===== config.mk =====
export PLATFORM = sky130hd
export DESIGN_NAME = token_bucket_limiter_core
export DESIGN_NICKNAME = d
export VERILOG_FILES = /design/src/rtl/core/tbkt_pkg.sv /design/src/rtl/core/token_bucket_limiter_core.sv
export SDC_FILE = /design/constraint.sdc
export NUM_CORES = 2
export LEC_CHECK = 0
export ABC_AREA = 1
export BUFFER_PORTS_ARGS = -buffer_cell sky130_fd_sc_hd__buf_4
export CORE_MARGIN = 2
export CORE_UTILIZATION = 35
export DETAILED_ROUTE_END_ITERATION = 8
export PLACE_DENSITY = 0.56
export SLEW_MARGIN = 10
export SYNTH_ARGS = -nofsm -noshare
export SYNTH_HDL_FRONTEND = slang
export SYNTH_SLANG_ARGS = --single-unit

===== constraint.sdc =====
create_clock -name i_clk -period 13 [get_ports i_clk]
set_input_delay 1.3 -clock i_clk [delete_from_list [all_inputs] [get_ports i_clk]]
set_output_delay 1.3 -clock i_clk [all_outputs]
set_load 0.02 [all_outputs]

===== src/rtl/core/tbkt_pkg.sv =====
// Shared widths, operation codes and helper functions of the token bucket limiter.
`default_nettype none

package tbkt_pkg;

    // Field widths of the stream channels.
    localparam int FUNC_W     = 2;
    localparam int AMOUNT_W   = 40;
    localparam int NOW_W      = 48;
    localparam int WAIT_W     = 48;
    localparam int IN_DATA_W  = ((AMOUNT_W + NOW_W + 7) / 8) * 8;
    localparam int OUT_DATA_W = ((1 + WAIT_W + 7) / 8) * 8;

    // Arithmetic sizing.
    localparam int RATE_BITS = 40;
    localparam int TIME_BITS = 48;
    localparam int FRAC_BITS = 16;
    localparam int TOK_W     = 64;
    localparam int USEC_W    = 20;

    // Product of the shift-add multiplier: elapsed times rate, or deficit times 10^6.
    localparam int PROD_W = (TIME_BITS + RATE_BITS > TOK_W + USEC_W) ?
                            (TIME_BITS + RATE_BITS) : (TOK_W + USEC_W);
    // Dividend of the restoring divider, with room for the fraction shift.
    localparam int DVD_W  = PROD_W + FRAC_BITS;
    localparam int DVSR_W = RATE_BITS + FRAC_BITS;
    localparam int CNT_W  = $clog2(DVD_W + 1);

    localparam logic [USEC_W-1:0] USEC_PER_SEC = USEC_W'(1000000);
    localparam logic [WAIT_W-1:0] MIN_WAIT_US  = WAIT_W'(100);
    localparam logic [TOK_W-1:0]  BURST_FLOOR  = TOK_W'(65536) << FRAC_BITS;
    localparam logic [TOK_W-1:0]  TOK_MIN      = {1'b1, {(TOK_W - 1){1'b0}}};

    // Operation codes carried in tuser.
    localparam logic [FUNC_W-1:0] FUNC_TAKE     = 2'd0;
    localparam logic [FUNC_W-1:0] FUNC_DEBIT    = 2'd1;
    localparam logic [FUNC_W-1:0] FUNC_SET_RATE = 2'd2;

    typedef logic [TOK_W-1:0]     t_tok;
    typedef logic [RATE_BITS-1:0] t_rate;

    // Burst limit: the larger of a quarter second of tokens and 64 KiB.
    function automatic t_tok burst_of(input t_rate rate);
        t_tok quarter;
        quarter = (TOK_W'(rate) << FRAC_BITS) >> 2;
        return (quarter > BURST_FLOOR) ? quarter : BURST_FLOOR;
    endfunction

endpackage

`default_nettype wire


===== src/rtl/core/token_bucket_limiter_core.sv =====
// Token bucket limiter core with a bit-serial multiplier and divider.
//
// Input channel (s): one operation per transfer. tuser carries the operation
// (take, debit, set rate); tdata carries the byte count or new rate and the
// microsecond timestamp. Output channel (m): one result per operation, the
// grant flag and, for a refused take, the wait time in microseconds.
// The block works on one operation at a time. A take or debit with limiting
// off, or an unused code, goes from idle straight to the done state; an
// operation with no elapsed time to refill passes through the operation step
// first. A refill runs the shift-add multiplier over the rate bits, the
// restoring divider over the dividend bits and a capping step before the
// operation step. A refused take then runs the multiplier over the 20 bits
// of 10^6 and the divider again. The core is ready for the next operation as
// soon as the result is registered, and the divider's one bit per cycle sets
// most of the latency.
// A synchronous active-low reset empties the bucket, turns limiting off and
// drops any pending result. When the receiver stalls, the finished result
// stays in the output register, the next operation is still taken and
// computed, and its result waits until the output register frees up.
`default_nettype none

module token_bucket_limiter_core (
    input  logic                           i_clk,
    input  logic                           i_rst_n,
    input  logic                           i_s_tvalid,
    output logic                           o_s_tready,
    // tdata: amount [39:0], now_us [87:40]
    input  logic [tbkt_pkg::IN_DATA_W-1:0]  i_s_tdata,
    // tuser: func [1:0]
    input  logic [tbkt_pkg::FUNC_W-1:0]     i_s_tuser,
    output logic                           o_m_tvalid,
    input  logic                           i_m_tready,
    // tdata: granted [0], wait_us [48:1], zero fill above
    output logic [tbkt_pkg::OUT_DATA_W-1:0] o_m_tdata
);
    import tbkt_pkg::*;

    localparam logic [2:0] ST_IDLE   = 3'd0;
    localparam logic [2:0] ST_MUL    = 3'd1;
    localparam logic [2:0] ST_DIV    = 3'd2;
    localparam logic [2:0] ST_REFILL = 3'd3;
    localparam logic [2:0] ST_OP     = 3'd4;
    localparam logic [2:0] ST_WAIT   = 3'd5;
    localparam logic [2:0] ST_DONE   = 3'd6;

    // Control and bucket state.
    logic [2:0]          r_state, n_state;
    logic [CNT_W-1:0]    r_cnt, n_cnt;
    logic                r_out_valid, n_out_valid;
    t_tok                r_tok, n_tok;
    logic [TIME_BITS-1:0] r_last, n_last;
    logic                r_seen, n_seen;
    t_rate               r_rate, n_rate;

    // Operation and datapath registers.
    logic [FUNC_W-1:0]   r_func, n_func;
    logic [AMOUNT_W-1:0] r_amount, n_amount;
    logic                r_wait_phase, n_wait_phase;
    t_tok                r_mcand, n_mcand;
    t_rate               r_mplier, n_mplier;
    logic [DVD_W-1:0]    r_wide, n_wide;
    logic [DVSR_W-1:0]   r_dvsr, n_dvsr;
    logic [DVSR_W-1:0]   r_rem, n_rem;
    t_tok                r_quo, n_quo;
    logic                r_ovf, n_ovf;
    logic                r_res_granted, n_res_granted;
    logic [WAIT_W-1:0]   r_res_wait, n_res_wait;
    logic [OUT_DATA_W-1:0] r_out_data, n_out_data;

    // Datapath helpers.
    logic [FUNC_W-1:0]    in_func;
    logic [AMOUNT_W-1:0]  in_amount;
    logic [TIME_BITS-1:0] in_now;
    logic                 rate_on;
    logic                 does_refill;
    logic [DVD_W-1:0]     mul_sum;
    logic [DVSR_W:0]      div_shift;
    logic                 div_ge;
    t_tok                 added;
    t_tok                 burst_cur;
    t_tok                 burst_new;
    logic [TOK_W+1:0]     refill_sum;
    t_tok                 need;
    logic [TOK_W:0]       deficit;
    logic [TOK_W:0]       debit_diff;
    logic [WAIT_W-1:0]    wait_val;

    assign in_func   = i_s_tuser;
    assign in_amount = i_s_tdata[AMOUNT_W-1:0];
    assign in_now    = TIME_BITS'(i_s_tdata[AMOUNT_W +: NOW_W]);
    assign rate_on   = (r_rate != '0);
    assign does_refill = (in_func == FUNC_SET_RATE) ||
                         (((in_func == FUNC_TAKE) || (in_func == FUNC_DEBIT)) && rate_on);

    // One shift-add step, multiplier taken MSB first.
    assign mul_sum = (r_wide << 1) + (r_mplier[RATE_BITS-1] ? DVD_W'(r_mcand) : '0);

    // One restoring division step.
    assign div_shift = {r_rem, r_wide[DVD_W-1]};
    assign div_ge    = (div_shift >= {1'b0, r_dvsr});

    // Refill sum, signed tokens plus unsigned added tokens.
    assign added      = r_ovf ? '1 : r_quo;
    assign burst_cur  = burst_of(r_rate);
    assign burst_new  = burst_of(RATE_BITS'(r_amount));
    assign refill_sum = {{2{r_tok[TOK_W-1]}}, r_tok} + {2'b00, added};

    // Take and debit arithmetic, one bit wider to see sign and overflow.
    assign need       = TOK_W'(r_amount) << FRAC_BITS;
    assign deficit    = {1'b0, need} - {r_tok[TOK_W-1], r_tok};
    assign debit_diff = {r_tok[TOK_W-1], r_tok} - {1'b0, need};

    // Wait time: saturate, round up, then apply the minimum.
    always_comb begin
        if (r_ovf || (r_quo[TOK_W-1:WAIT_W] != '0)) begin
            wait_val = '1;
        end else if ((r_rem != '0) && (r_quo[WAIT_W-1:0] != '1)) begin
            wait_val = r_quo[WAIT_W-1:0] + WAIT_W'(1);
        end else begin
            wait_val = r_quo[WAIT_W-1:0];
        end
        if (wait_val < MIN_WAIT_US) begin
            wait_val = MIN_WAIT_US;
        end
    end

    // Sequencer and next-state logic.
    always_comb begin
        n_state       = r_state;
        n_cnt         = r_cnt;
        n_out_valid   = r_out_valid;
        n_tok         = r_tok;
        n_last        = r_last;
        n_seen        = r_seen;
        n_rate        = r_rate;
        n_func        = r_func;
        n_amount      = r_amount;
        n_wait_phase  = r_wait_phase;
        n_mcand       = r_mcand;
        n_mplier      = r_mplier;
        n_wide        = r_wide;
        n_dvsr        = r_dvsr;
        n_rem         = r_rem;
        n_quo         = r_quo;
        n_ovf         = r_ovf;
        n_res_granted = r_res_granted;
        n_res_wait    = r_res_wait;
        n_out_data    = r_out_data;

        // Output register empties on a transfer.
        if (r_out_valid && i_m_tready) begin
            n_out_valid = 1'b0;
        end

        case (r_state)
            ST_IDLE: begin
                if (i_s_tvalid) begin
                    n_func        = in_func;
                    n_amount      = in_amount;
                    n_res_granted = 1'b1;
                    n_res_wait    = '0;
                    if (!does_refill) begin
                        n_state = ST_DONE;
                    end else begin
                        n_last = in_now;
                        n_seen = 1'b1;
                        if (r_seen && rate_on && (in_now > r_last)) begin
                            n_mcand      = TOK_W'(in_now - r_last);
                            n_mplier     = r_rate;
                            n_cnt        = CNT_W'(RATE_BITS);
                            n_wide       = '0;
                            n_wait_phase = 1'b0;
                            n_state      = ST_MUL;
                        end else begin
                            n_state = ST_OP;
                        end
                    end
                end
            end

            ST_MUL: begin
                n_mplier = r_mplier << 1;
                n_cnt    = r_cnt - CNT_W'(1);
                if (r_cnt == CNT_W'(1)) begin
                    // Set up the divider for the product just formed.
                    if (r_wait_phase) begin
                        n_wide = mul_sum;
                        n_dvsr = DVSR_W'(r_rate) << FRAC_BITS;
                    end else begin
                        n_wide = mul_sum << FRAC_BITS;
                        n_dvsr = DVSR_W'(USEC_PER_SEC);
                    end
                    n_rem   = '0;
                    n_quo   = '0;
                    n_ovf   = 1'b0;
                    n_cnt   = CNT_W'(DVD_W);
                    n_state = ST_DIV;
                end else begin
                    n_wide = mul_sum;
                end
            end

            ST_DIV: begin
                n_rem  = div_ge ? DVSR_W'(div_shift - {1'b0, r_dvsr}) : DVSR_W'(div_shift);
                n_quo  = {r_quo[TOK_W-2:0], div_ge};
                n_ovf  = r_ovf | r_quo[TOK_W-1];
                n_wide = r_wide << 1;
                n_cnt  = r_cnt - CNT_W'(1);
                if (r_cnt == CNT_W'(1)) begin
                    n_state = r_wait_phase ? ST_WAIT : ST_REFILL;
                end
            end

            ST_REFILL: begin
                // Cap the refilled level at the burst limit of the current rate.
                if ($signed(refill_sum) >= $signed({2'b00, burst_cur})) begin
                    n_tok = burst_cur;
                end else begin
                    n_tok = refill_sum[TOK_W-1:0];
                end
                n_state = ST_OP;
            end

            ST_OP: begin
                n_state = ST_DONE;
                case (r_func)
                    FUNC_TAKE: begin
                        if (deficit[TOK_W] || (deficit == '0)) begin
                            n_tok = debit_diff[TOK_W-1:0];
                        end else begin
                            n_mcand      = deficit[TOK_W-1:0];
                            n_mplier     = RATE_BITS'(USEC_PER_SEC) << (RATE_BITS - USEC_W);
                            n_cnt        = CNT_W'(USEC_W);
                            n_wide       = '0;
                            n_wait_phase = 1'b1;
                            n_state      = ST_MUL;
                        end
                    end
                    FUNC_DEBIT: begin
                        // Saturate at the most negative level.
                        if (debit_diff[TOK_W] != debit_diff[TOK_W-1]) begin
                            n_tok = TOK_MIN;
                        end else begin
                            n_tok = debit_diff[TOK_W-1:0];
                        end
                    end
                    FUNC_SET_RATE: begin
                        n_rate = RATE_BITS'(r_amount);
                        if ($signed(r_tok) > $signed(burst_new)) begin
                            n_tok = burst_new;
                        end
                    end
                    default: begin
                        n_state = ST_DONE;
                    end
                endcase
            end

            ST_WAIT: begin
                n_res_granted = 1'b0;
                n_res_wait    = wait_val;
                n_state       = ST_DONE;
            end

            ST_DONE: begin
                // Hand the result over once the output register is free.
                if (!r_out_valid || i_m_tready) begin
                    n_out_valid = 1'b1;
                    n_out_data  = OUT_DATA_W'({r_res_wait, r_res_granted});
                    n_state     = ST_IDLE;
                end
            end

            default: begin
                n_state = ST_IDLE;
            end
        endcase
    end

    // Control and bucket state registers.
    always_ff @(posedge i_clk) begin
        if (!i_rst_n) begin
            r_state     <= ST_IDLE;
            r_cnt       <= '0;
            r_out_valid <= 1'b0;
            r_tok       <= '0;
            r_last      <= '0;
            r_seen      <= 1'b0;
            r_rate      <= '0;
        end else begin
            r_state     <= n_state;
            r_cnt       <= n_cnt;
            r_out_valid <= n_out_valid;
            r_tok       <= n_tok;
            r_last      <= n_last;
            r_seen      <= n_seen;
            r_rate      <= n_rate;
        end
    end

    // Datapath registers.
    always_ff @(posedge i_clk) begin
        r_func        <= n_func;
        r_amount      <= n_amount;
        r_wait_phase  <= n_wait_phase;
        r_mcand       <= n_mcand;
        r_mplier      <= n_mplier;
        r_wide        <= n_wide;
        r_dvsr        <= n_dvsr;
        r_rem         <= n_rem;
        r_quo         <= n_quo;
        r_ovf         <= n_ovf;
        r_res_granted <= n_res_granted;
        r_res_wait    <= n_res_wait;
        r_out_data    <= n_out_data;
    end

    assign o_s_tready = (r_state == ST_IDLE);
    assign o_m_tvalid = r_out_valid;
    assign o_m_tdata  = r_out_data;

endmodule

`default_nettype wire


# Word-level counts from Yosys, hierarchy flattened
# Index checks and enable logic that the tools add are counted.
[classes]
muxes = 71
order_cmp = 7
n_reduce_logical = 36
n_eq_ne = 24
add_sub_neg = 8
bitwise_logic = 1
[op_table]
columns = ["operator", "count"]
rows = [
  ["2-to-1 mux 64 bit", 12],
  ["2-to-1 mux 104 bit", 7],
  ["case mux 104 bit (4 select lines)", 1],
  ["case mux 64 bit (2 select lines)", 3],
  ["2-to-1 mux 40 bit", 5],
  ["2-to-1 mux 48 bit", 4],
  ["case mux 64 bit (3 select lines)", 1],
  ["case mux 40 bit (3 select lines)", 1],
  ["2-to-1 mux 56 bit", 2],
  ["case mux 56 bit (2 select lines)", 1],
  ["greater-than comparator 54 x 33 -> 1 bit, second input constant", 2],
  ["2-to-1 mux 54 bit", 2],
  ["adder 104 x 64 -> 104 bit", 1],
  ["case mux 48 bit (2 select lines)", 1],
  ["adder 64 x 65 -> 66 bit", 1],
  ["greater-or-equal comparator 66 x 55 -> 1 bit", 1],
  ["zero test 65 bit", 1],
  ["subtractor 57 x 64 -> 65 bit", 1],
  ["subtractor 64 x 57 -> 65 bit", 1],
  ["greater-than comparator 64 x 55 -> 1 bit", 1],
  ["greater-or-equal comparator 57 x 56 -> 1 bit", 1],
  ["nonzero test 56 bit", 1],
  ["subtractor 56 bit", 1],
  ["subtractor 48 x 48 -> 49 bit", 1],
  ["other kinds (38)", 94],
]
[totals]
register_bits = 690
out_inout_bits = 58
elab_cells = 168
in_bits = 94

# Logic depth before layout (Yosys ltp)
[logic_depth]
word_depth = 7
mapped_depth = 40

# Worst setup path after synthesis
# Ideal clock, no wire load.
[synth_path]
path_type = "input to register"
from = "input i_s_tdata[42] in the netlist's numbering"
to = "register r_mcand[0], enable pin"
arrival_time_ns = 9.169
required_ns = 12.351
path_stages = 17
slack_ns = 3.183
cell_sequence = "ha_1 > nand2_1 > nor2_1 > nor2_1 > o21ai_0 > nand3_1 > nand2_1 > nand3_1 > nand2_1 > nand2_1 > nand2_1 > nand2_1 > o211ai_1 > nand4_1 > nand2_1 > inv_1 > nor4_1"
[synth_via]
elab_chain_len = 4
[synth_lines]
columns = ["element", "line_no", "source"]
rows = [
  ["start, declared", "token_bucket_limiter_core.sv:28", "input logic [tbkt_pkg::IN_DATA_W-1:0] i_s_tdata,"],
  ["greater-than comparator 48 bit", "token_bucket_limiter_core.sv:167", "if (r_seen && rate_on && (in_now > r_last)) begin"],
  ["logical AND 1 bit", "token_bucket_limiter_core.sv:167", ""],
  ["!= test 2 x 1 -> 1 bit (no line)", "n/a", ""],
  ["AND reduction 6 bit (no line)", "n/a", ""],
  ["end signal, assigned", "token_bucket_limiter_core.sv:306", "r_mcand <= n_mcand;"],
  ["end, declared", "token_bucket_limiter_core.sv:59", "t_tok r_mcand, n_mcand;"],
]
# Every way passes these cells.
# A chain may end at the register's enable or synchronous reset.

# Worst setup path in the final report
[layout_path]
from = "register r_ovf"
to = "register r_tok[57]"
[layout_via]
elab_chain_len = 5
[layout_lines]
columns = ["element", "line_no", "source"]
rows = [
  ["start, declared", "token_bucket_limiter_core.sv:65", "logic r_ovf, n_ovf;"],
  ["start signal, assigned", "token_bucket_limiter_core.sv:312", "r_ovf <= n_ovf;"],
  ["2-to-1 mux 64 bit *", "token_bucket_limiter_core.sv:103", "assign added = r_ovf ? '1 : r_quo;"],
  ["adder 64 x 65 -> 66 bit *", "token_bucket_limiter_core.sv:106", "assign refill_sum = {{2{r_tok[TOK_W-1]}}, r_tok} + {2'b00, added};"],
  ["greater-or-equal comparator 66 x 55 -> 1 bit", "token_bucket_limiter_core.sv:216", "if ($signed(refill_sum) >= $signed({2'b00, burst_cur})) begin"],
  ["2-to-1 mux 64 bit *", "token_bucket_limiter_core.sv:216", ""],
  ["case mux 64 bit (2 select lines) *", "token_bucket_limiter_core.sv:155", "case (r_state)"],
  ["end signal, assigned", "token_bucket_limiter_core.sv:294", "r_tok <= n_tok;"],
  ["end, declared", "token_bucket_limiter_core.sv:50", "t_tok r_tok, n_tok;"],
]
# Mark *: on every way between the ends. The rest lies on a longest branch, timed or not.

==> impl_results.md <==
* Run status: finished with violations
* Failing checks: design-rule violations
* Num rows at between 100 and 150
* Mapped Cells at about 7800
* Post-synthesis register bit count at 675
* Post-synth EDFFs at 511
* Clock transition at the registers of the reported paths at 60 ps
* Critical Path AT at 7310 ps
* DR DRC count at 1
* Switching Power at 9.77 mW
* Synthesized area at 55200 sq um
* Hold Crit Start: r_res_wait[37]
* Largest cells by area after synthesis: edfxtp_1 28%, nand2_1 11%, ha_1 8.8%
* RSZ-0062 raised after global routing: false
* Core area at between 150000 and 200000 sq um
* Total Neg Setup Slack at 0 ps
* CP Data Required Time at 13570 ps
* Max Freq at 0.149 GHz
* Initial core utilization at 35.3%
* Nets@finish at between 8000 and 9000
* Ys Warns at 0
* Vias in the first global route at ~52000
* Hold Crit Depth at 0
* Total power at ~18 mW
* Flop pwr share at between 20% and 30%
* H-tree Lvls at 3
* Vias per std cell at around 5.5
* Crit-path max FO at 63
* Final Max Slew Viols at 0
* # port buffers at 144
* CP max-delay cell: buf_4
* First-pass GRT wire length at around 340000 um
* Tot GR Track Use at 27.9%
* Area after DPL at 58300 sq um
* Clock share of power at 14.7%
* R2r endpoint: r_tok[57]
* Share of layout cells above drive strength 1 at 5.42%
* Die Y at around 400 um
* WS Path Type: flop to flop
* Worst setup EP type: flop
* Initial antenna violation count at 15
* Post-CTS resize count at 0
* Critical path launch point type: flop
* Final WL at between 200000 and 250000 um
* CTS max path bufs at 3
* GRT Residual Overflow at 0
* Skew-Pair Late Insertion Delay at 730 ps
* Syn_area_per_cell at 7.06 sq um
* Hold_buf cts at 0
* Post-route cell area at 61300 sq um
* Antenna-violating nets left at 0
* Sw Share at 55.0%
* Power Dens Cells at roughly 290 nW/um^2
* Top cells by count, synth: 1586 x nand2_1, 1203 x inv_1, 912 x nor2_1
* Vias at 54962
* Pin count of the biggest net entering global routing at a little under 100
* Wire length per cell at 23.2 um
* Final setup fails at 0
* Area share of the largest cell type after synthesis at around 28%
* Logic pwr share at 63.1%
* Fin. Hold Viols at 0
* Worst reg-to-reg setup slack at 6270 ps
* Worst VDD drop at 0.127 mV
* Post-synth ARST share at 0%
* Tmin final at 6730 ps
* Synth Flop Type: edfxtp_1
* Final std cells w/o fill at 10012
* Cell with the most instances after synthesis: nand2_1
* Area Overhead vs Synth at 11.2%
* Dpl cells at 9851
* Die ar. at 161000 sq um
* Post-CTS Setup Bufs at 0
* Top delay family on crit path: simple AND/OR/NAND/NOR gates
* Worst hold endpoint: o_m_tdata[38]
* Critical Path Start: r_ovf
* Fin Clk Skew at 41.7 ps
* Iteration-0 DRC Markers at 6234
* DR pass1 iterations at 8
* Max_cap viols at 0
* Sink Count at 675
* Reg2Reg Depth at 33
* Slew headroom at 11.7%
* Synth cell types at 69
* Area leader, netlist: edfxtp_1
* Critical Path Most Common Cell: nand2_1
* Width of the die at ~400 um
* CTS Buf Count at 86
* Sequential-to-total area share from yosys stat at 33.8%
* Int Power at ~8 mW
* Global placement routability congestion at 1.04
* R2r startpoint: r_ovf
* Pleak at 26.8 nW
* Buf/Inv on CP at 5
* Fin crit share at 51.8%
* Final HPWL from detailed placement at 190000 um
* I/O Pins at 152
* Worst path max stage delay at approximately 510 ps
* Worst slew pin tran at 1310 ps
* CTS tree: yes
* Clk root buf: clkbuf_16
* HP Class: flop to flop
-- metal layers --
metal	vias to the layer above	GRT usage (%)	part of all wire (%)
met5	-	0	0.016
met4	6	7.33	2.9
met3	324	5.89	9.4
met2	2226	41.5	42
met1	26153	40.8	46
li1	26253	-	-
-- metrics by stage --
stage / setup WS (ps) / hold slack (ps) / util (%)
after CTS: 6370 / 405 / 39.2
final: 6270 / 407 / 39.2
after detailed placement: 6360 / 406 / 37.3
after global routing: 5680 / 426 / 39.2
after global placement: 6580 / 404 / 37.3
after floorplan: 3180 / 400 / -
-- logic make-up (layout without fill, tap and decap cells) --
kind of cell	Yosys count	count (layout)	synth area share, %
other cells	1	9	0.00680
xor+xnor	282	282	4.48
compound gates	1760	1760	17.7
flops	675	675	33.8
simple gates	3272	3272	25.0
fa+ha+maj	391	391	8.92
mux	1	1	0.0181
buf+inv	1436	1564	10.1
-- placed cells by master, fill, tap and decap left out, drive strengths merged, types with 23 or more instances in the layout --
master     n
o221ai    45
a21boi    23
nand3    370
a21oi    765
edfxtp   511
nor3      90
xor2     185
nor2     934
buf      181
xnor2     97
or2       44
nand4     95
nor4      71
a31oi     71
clkbuf   108
dfxtp    164
nand2   1593
o21bai    37
o211ai    53
o21a      37
clkinv    28
a21o      26
inv     1229
o21ai    610
o22ai     31
nand3b    56
ha       387
-- power groups by stage --
stage,combinational (mW),clock (mW),sequential (mW)
CTS,10.9,2.66,3.93
finish,11.2,2.62,3.94
global route,12.2,2.75,3.99
detailed placement,10.9,0,3.96
floorplan,7.17,0,3.70
global placement,10.9,0,3.95
-- how the worst max path moves through the flow --
stage | endpoint | slack, ps | cells past startpoint
after floorplan | r_mcand[0] | 3180 | 17
after global placement | r_tok[63] | 6580 | 30
after detailed placement | r_tok[57] | 6360 | 33
after CTS | r_tok[6] | 6370 | 33
after global routing | r_tok[59] | 5680 | 33
final | r_tok[57] | 6270 | 33
-- worst reg2reg max path, delay by kind of cell, from the launching register on --
kind / cells / cell delay (ps)
XOR/XNOR: 1 / 230
adder cells (fa/ha/maj): 2 / 650
AO/OA/AOI/OAI: 4 / 650
flip-flops: 1 / 400
AND/OR/NAND/NOR: 21 / 3550
buffers and inverters: 5 / 1130
-- area by class of cell --
cell class              instances  area (sq um)
fillers                     16698         95000
multi-input cells            5713         31100
flip-flops and latches        675         18600
inverters                    1224          4610
well taps                    2058          2570
clock buffers                 108          2290
repair buffers                181          1360
clock inverters                51           771
diodes                          2          5.00
-- registers in the layout, summed over array words and instances (netlist names), 41 cells and up --
name	count
r_last	48
r_res_wait	48
o_m_tdata	49
r_rem	56
r_mcand	64
r_dvsr	41
r_wide	104
r_tok	64
r_quo	64
Power figures use the tool's default switching activity.
